===== src/rtl/sdp_pkg.sv =====
// Shared types and character constants for the strict decimal int32 parser.
package sdp_pkg;

	typedef enum logic [1:0] {
		PH_LEAD  = 2'd0,
		PH_SIGN  = 2'd1,
		PH_DIGIT = 2'd2,
		PH_ERR   = 2'd3
	} phase_t;

	localparam int unsigned ACC_W = 35;

	localparam logic [ACC_W-1:0] POS_LIMIT = 35'd2147483647;
	localparam logic [ACC_W-1:0] NEG_LIMIT = 35'd2147483648;

	localparam logic [7:0] CH_NUL   = 8'd0;
	localparam logic [7:0] CH_TAB   = 8'd9;
	localparam logic [7:0] CH_CR    = 8'd13;
	localparam logic [7:0] CH_SPACE = 8'd32;
	localparam logic [7:0] CH_PLUS  = 8'd43;
	localparam logic [7:0] CH_MINUS = 8'd45;
	localparam logic [7:0] CH_ZERO  = 8'd48;
	localparam logic [7:0] CH_NINE  = 8'd57;

	typedef struct packed {
		phase_t           phase;
		logic             negative;
		logic [ACC_W-1:0] acc;
	} parse_state_t;

	typedef struct packed {
		logic        valid;
		logic [31:0] value;
		logic        error;
	} parse_result_t;

	localparam parse_state_t STATE_RESET = '{phase: PH_LEAD, negative: 1'b0, acc: '0};

endpackage


===== src/rtl/sdp_step.sv =====
// One-character parse step: next state and the result a NUL byte produces.
module sdp_step (
	input  sdp_pkg::parse_state_t  cur,
	input  logic [7:0]             char_byte,
	output sdp_pkg::parse_state_t  nxt,
	output sdp_pkg::parse_result_t res
);

	logic                      is_space;
	logic                      is_digit;
	logic [sdp_pkg::ACC_W-1:0] acc_new;
	logic [sdp_pkg::ACC_W-1:0] limit;
	logic [31:0]               mag;

	assign is_space = ((char_byte >= sdp_pkg::CH_TAB) && (char_byte <= sdp_pkg::CH_CR))
		|| (char_byte == sdp_pkg::CH_SPACE);
	assign is_digit = (char_byte >= sdp_pkg::CH_ZERO) && (char_byte <= sdp_pkg::CH_NINE);

	// acc*10 + digit as two shifts and adds, wrapped to the accumulator width
	assign acc_new = (cur.acc << 3) + (cur.acc << 1)
		+ sdp_pkg::ACC_W'(char_byte - sdp_pkg::CH_ZERO);
	assign limit   = cur.negative ? sdp_pkg::NEG_LIMIT : sdp_pkg::POS_LIMIT;
	assign mag     = cur.acc[31:0];

	always_comb begin
		nxt       = cur;
		res.valid = 1'b0;
		res.value = '0;
		res.error = 1'b0;
		if (char_byte == sdp_pkg::CH_NUL) begin
			res.valid = 1'b1;
			if (cur.phase == sdp_pkg::PH_DIGIT) begin
				res.value = cur.negative ? (32'd0 - mag) : mag;
			end else begin
				res.error = 1'b1;
			end
			nxt = sdp_pkg::STATE_RESET;
		end else begin
			case (cur.phase)
				sdp_pkg::PH_LEAD: begin
					if (is_space) begin
						nxt = cur;
					end else if ((char_byte == sdp_pkg::CH_MINUS)
							|| (char_byte == sdp_pkg::CH_PLUS)) begin
						nxt.negative = (char_byte == sdp_pkg::CH_MINUS);
						nxt.phase    = sdp_pkg::PH_SIGN;
					end else if (is_digit) begin
						nxt.acc   = acc_new;
						nxt.phase = (acc_new > limit) ? sdp_pkg::PH_ERR : sdp_pkg::PH_DIGIT;
					end else begin
						nxt.phase = sdp_pkg::PH_ERR;
					end
				end
				sdp_pkg::PH_SIGN, sdp_pkg::PH_DIGIT: begin
					if (is_digit) begin
						nxt.acc   = acc_new;
						nxt.phase = (acc_new > limit) ? sdp_pkg::PH_ERR : sdp_pkg::PH_DIGIT;
					end else begin
						nxt.phase = sdp_pkg::PH_ERR;
					end
				end
				default: begin
					nxt = cur;
				end
			endcase
		end
	end

endmodule


===== src/rtl/strict_decimal_int32_parser_top.sv =====
// Top level of the strict decimal int32 parser: input register, parse step, result register.
// A NUL byte's result is loaded into the result register when the byte leaves the input register.
// Throughput: 1 byte per cycle unless a NUL stalls; the only loop is the state update of the parse step
// (a multiply-by-ten add and a limit compare), closed through the state register.
// A byte stalls in the input register only while it is a NUL and the result register is full and not being drained.
// Reset (arst_n low, asynchronous): parse state returns to leading whitespace, all valids clear.
module strict_decimal_int32_parser_top (
	input  logic        clk,
	input  logic        arst_n,
	// input stream
	input  logic        s_tvalid,
	output logic        s_tready,
	input  logic [7:0]  s_tdata,   // [7:0] char_byte
	// result stream
	output logic        m_tvalid,
	input  logic        m_tready,
	output logic [31:0] m_tdata,   // [31:0] value
	output logic        m_tuser    // [0] error
);

	// input register stage
	logic       valid_s1;
	logic [7:0] byte_s1;

	// parse state and result register
	sdp_pkg::parse_state_t state_q;
	sdp_pkg::parse_state_t state_nxt;
	sdp_pkg::parse_result_t step_res;
	logic        out_valid_q;
	logic [31:0] value_q;
	logic        error_q;

	logic out_free;
	logic s1_advance;

	sdp_step u_step (
		.cur       (state_q),
		.char_byte (byte_s1),
		.nxt       (state_nxt),
		.res       (step_res)
	);

	// The result register can take a new result if empty or being drained this cycle.
	assign out_free = !out_valid_q || m_tready;
	// Non-NUL bytes never produce a result, so only a NUL waits on the output side.
	assign s1_advance = valid_s1 && (!step_res.valid || out_free);
	assign s_tready   = !valid_s1 || s1_advance;

	always_ff @(posedge clk or negedge arst_n) begin
		if (!arst_n) begin
			valid_s1 <= 1'b0;
		end else if (s_tready) begin
			valid_s1 <= s_tvalid;
		end
	end

	always_ff @(posedge clk) begin
		if (s_tready && s_tvalid) begin
			byte_s1 <= s_tdata;
		end
	end

	always_ff @(posedge clk or negedge arst_n) begin
		if (!arst_n) begin
			state_q     <= sdp_pkg::STATE_RESET;
			out_valid_q <= 1'b0;
		end else begin
			if (s1_advance) begin
				state_q <= state_nxt;
			end
			if (s1_advance && step_res.valid) begin
				out_valid_q <= 1'b1;
			end else if (m_tready) begin
				out_valid_q <= 1'b0;
			end
		end
	end

	// result payload, loaded with the transfer that ends a string
	always_ff @(posedge clk) begin
		if (s1_advance && step_res.valid) begin
			value_q <= step_res.value;
			error_q <= step_res.error;
		end
	end

	assign m_tvalid = out_valid_q;
	assign m_tdata  = value_q;
	assign m_tuser  = error_q;

endmodule


===== config.mk =====
export PLATFORM = sky130hd
export DESIGN_NAME = strict_decimal_int32_parser_top
export DESIGN_NICKNAME = d
export VERILOG_FILES = /design/src/rtl/sdp_pkg.sv /design/src/rtl/sdp_step.sv /design/src/rtl/strict_decimal_int32_parser_top.sv
export SDC_FILE = /design/constraint.sdc
export NUM_CORES = 1
export LEC_CHECK = 0
export BUFFER_PORTS_ARGS = -buffer_cell sky130_fd_sc_hd__buf_2
export CORE_UTILIZATION = 57
export DETAILED_ROUTE_END_ITERATION = 8
export GPL_ROUTABILITY_DRIVEN = 0
export PLACE_DENSITY = 0.82
export SYNTH_ARGS = -nofsm -noshare
export SYNTH_HDL_FRONTEND = slang
export SYNTH_HIERARCHICAL = 1
export SYNTH_SLANG_ARGS = --single-unit

===== constraint.sdc =====
create_clock -name clk -period 7.85 [get_ports clk]
set_clock_uncertainty 0.15 [all_clocks]
set_input_delay 0 -clock clk [delete_from_list [all_inputs] [get_ports clk]]
set_output_delay 0 -clock clk [all_outputs]
set_load 0.01 [all_outputs]

**Word level (Yosys, flattened, before mapping)**

Cells that the tools add are included.

- Bits in registers: 81
- Output and inout bits: 35
- Input port bits: 12

- Equal/unequal tests: 8
- Add/subtract/negate cells: 4
- Muxes and demuxes: 18
- Reduce and logical (&&, ||, !) cells: 24
- Order comparisons: 5

Operators by type and width:

| cell | number |
|---|---|
| $mux 32 | 3 |
| $mux 38 | 2 |
| $add 35x35->35 | 2 |
| $mux 35 | 2 |
| $pmux 35 s2 | 1 |
| $gt 35x35->1 | 1 |
| $mux 34 | 1 |
| $sub 1x32->32 const A | 1 |
| $eq 8x6->1 const B | 3 |
| $sub 8x6->9 const B | 1 |
| $ge 8x4->1 const B | 1 |
| $ge 8x6->1 const B | 1 |
| $le 8x4->1 const B | 1 |
| $le 8x6->1 const B | 1 |
| $logic_not 8->1 | 1 |
| $reduce_and 4->1 | 2 |
| $mux 1 | 6 |
| $reduce_bool 2->1 | 3 |
| $logic_and 1x1->1 | 5 |
| $logic_or 1x1->1 | 5 |
| $mux 2 | 2 |
| $pmux 2 s2 | 1 |
| $logic_not 1->1 | 3 |
| $ne 3x2->1 const B | 1 |
| 9 further kinds | 9 |

**Longest topological paths before layout**

- Word-level depth: 9
- Mapped depth: 23
- Depth with buffers taken out: 23

**Cells and area by module**

The synthesis kept the hierarchy.

By module, submodules not included:

| module | area an instance (µm²) | cells an instance | times used | seq. area each (µm²) |
|---|---|---|---|---|
| sdp_step | 4944.7 | 674 | 1 | 0.0 |
| strict_decimal_int32_parser_top | 3510.9 | 267 | 1 | 2232.1 |

**Least setup slack after synthesis**

Ideal clock, no wire load.

- Path type: reg-to-reg
- From: reg byte_s1[5]
- To: reg state_q[36] in the netlist's numbering
- Data arrival time: 7342 ps
- Path buffers: 0
- Stages on the path, launching flop included: 22
- Slack: 272 ps
- Clock period less this slack: 7578 ps
- Path through: edfxtp_1 ha_1 nor3_1 fa_1 ha_1 a2111oi_0 o21ai_1 nand3b_1 a21boi_1 o21a_1 a41oi_1 xnor2_1 ha_1 nand4_1 nor2_1 nand3_1 or4_1 a41oi_1 nor3_1 a31oi_1 nand2_1 o211ai_1

RTL lines:

| item | line | text |
|---|---|---|
| from (decl) | strict_decimal_int32_parser_top.sv:23 | `logic [7:0] byte_s1;` |
| from (signal assigned) | strict_decimal_int32_parser_top.sv:59 | `byte_s1 <= s_tdata;` |
| to (signal assigned) | strict_decimal_int32_parser_top.sv:65 | `state_q <= sdp_pkg::STATE_RESET;` |
| to (signal assigned) | strict_decimal_int32_parser_top.sv:69 | `state_q <= state_nxt;` |
| to (decl) | strict_decimal_int32_parser_top.sv:26 | `sdp_pkg::parse_state_t state_q;` |

==> impl_results.md <==
* Core ar. at 14100 µm²
* Reg2Reg Depth at 21
* Outcome: finished, final reports clean
* I/O pins at 47
* First-pass DRT Iterations at 5
* Final Max Tran Viols at 0
* Initial DRC count at 797
* Final instance area at 9111 µm²
* Placement Setup Slack at 1.526 ns
* Syn_nets at 1050
* Routed via count at 7515
* Crit-path max cell delay at 0.86 ns
* Fin crit period at 6.456 ns
* Hold Fails Final Rpt at 0
* RSZ-0062 raised after global routing: false
* H-Tree Depth at 3
* Post-DR vias/cell at 6.552
* Worst setup margin at 1.394 ns
* Layout cells sized above 1 at 0.1179
* Sw Pwr at 1.748 mW
* Starting Density at 0.5952
* Final Util at 0.6464
* Clock latency on the worst-skew pair at 0.34 ns
* CP max FO at 13
* Worst Hold Class: primary input to register
* CTS Buf Count at 9
* Leakage power at 3.948 nW
* Post-DP HPWL at 15410 µm
* Max IR drop VDD at 0.1220 mV
* Cells along the critical path: ha_1, nor3_2, fa_1, ha_1, a21oi_1, nor2_1, a211oi_1, a21boi_1, o21a_1, a41oi_1, xnor2_1, ha_1, nand4_1, nor2_1, nand3_1, or4_1, a41oi_1, nor3_1, a31oi_1, nand2_1, o211ai_1
* Power share of the sequential group at 0.219
* Synth warn at 6
* DRC violations left at 0
* # clock sinks at 80
* Worst slew margin at 0.2466
* Longest Clk Path Bufs at 2
* Fin Hold WS at 0.1612 ns
* Max Fclk at 0.1549 GHz
* Total wire length at 21450 µm
* Overall Global Routing Usage at 0.2922
* Total Power at 3.401 mW
* Final net count at 1079
* Die W at 123.3 µm
* Crit-path slowest cell: nor3_2
* # port buffers at 46
* Syn avg cell area at 8.993 µm²
* Pin slew with the least headroom to its limit at 1.124 ns
* Fill count at 1108
* Post-route ant nets at 0
* CTS Root Cell: clkbuf_16
* Placed inst area at 8715 µm²
* Worst setup SP type: register
* Antenna violations before repair at 0
* Tcrit/Tclk final at 0.8224
* Layout area overhead at 8.589%
* MaxCap Viol Count at 0
* Setup Crit Path Kind: register to register
* CTS tree: built
* Ant diodes at 0
* Power Density at 373.3 nW/µm²
* Cell mode on critical path: ha_1
* Internal at 1.654 mW
* CP endpoint kind: register
* Clock network power share at 0.123
* Largest net degree at the start of global routing at 77
* Setup TNS at 0 ns
* Row count at 43
* Sw frac at 0.5138
* Worst-path clk slew at 0.06 ns
* Drt wl/cell at 18.70 µm
* Hold Crit Depth at 4
* Synthesized cell area at 8391 µm²
* Overflow after GRT at 0
* First-pass GRT wire length at 34960 µm
* Final setup viols at 0
* Comb power frac at 0.658
* Worst endpoint data arrival time at 6.56 ns
* Layout Cells excl Fill at 1147
* Worst EP required at 7.95 ns
* Die area at 15210 µm²
* Die Ht at 123.3 µm
* Cells after synthesis at 933
* Vias in the first global route at 6915
* Placed Cells at 1121
==> path summary, 6_finish.rpt <==
kind / slack [ns] / from / to
min reg2reg: 0.48 / state_q[37] / state_q[37]
min: 0.16 / m_tready / m_tvalid
max in group asynchronous: 6.72 / arst_n / state_q[35]
max reg2reg: 1.39 / byte_s1[5] / state_q[36]
max: 1.39 / byte_s1[5] / state_q[36]
min in group asynchronous: 0.18 / arst_n / state_q[27]
==> placed cells by master (no fill, tap or decap), types with 15 or more instances in the layout <==
master	n
xor2_1	39
nor2_1	94
buf_2	46
inv_1	16
ha_1	73
nand3_1	21
nand2b_1	46
nand4b_1	37
fa_1	32
nor3_1	15
o211ai_1	24
o21ai_0	39
xnor2_1	21
edfxtp_1	41
a21o_1	19
a21oi_1	56
o211ai_2	20
a22oi_1	20
nand2_1	93
dfrtp_1	38
==> routing by layer <==
| layer | vias to the layer above | wire (µm) | GRT usage |
|---|---|---|---|
| li1 | 3517 | - | - |
| met1 | 3552 | 9511 | 0.4233 |
| met2 | 400 | 9629 | 0.4438 |
| met3 | 46 | 1743 | 0.03644 |
| met4 | 0 | 563 | 0.1084 |
| met5 | - | 0 | 0 |
==> worst max-delay path, delay by kind of cell (launching register included) <==
| kind | cells | cell delay, ns |
|---|---|---|
| DFF | 1 | 0.45 |
| adders and majority gates | 4 | 1.55 |
| AOI/OAI and AO/OA | 8 | 1.92 |
| and+or+nand+nor | 8 | 2.12 |
| xor gates and xnor gates | 1 | 0.17 |
==> power groups by stage <==
stage | registers, mW | clock network [mW] | logic, mW
6_report | 0.745 | 0.417 | 2.24
2_1_floorplan | 0.671 | 0 | 1.71
4_1_cts | 0.736 | 0.420 | 2.19
3_3_place_gp | 0.736 | 0 | 2.11
3_5_place_dp | 0.742 | 0 | 2.16
5_1_grt | 0.761 | 0.441 | 2.47
==> cell type report <==
cell class	instances	area, µm²	area share
repair buffers	66	405.4	0.04449
multi-input cells	788	5912	0.6489
flip-flops and latches	80	2208	0.2424
clock inverters	6	67.56	0.007416
well taps	180	225.2	0.02472
clock buffers	10	229.0	0.02513
inverters	17	63.81	0.007004
==> registers in the layout, summed over array words and instances, names as in the netlist <==
signal,count
m_tuser,1
byte_s1,8
m_tdata,32
m_tvalid,1
valid_s1,1
state_q,37
==> timing repair <==
item,4_1_cts,5_1_grt
resized for setup,0,0
hold buffers,10,0
hold endpoints to repair,48,0
endpoints found under the setup margin,0,0
setup buffers,0,0
Note: power is estimated with default switching activity, not from simulation.
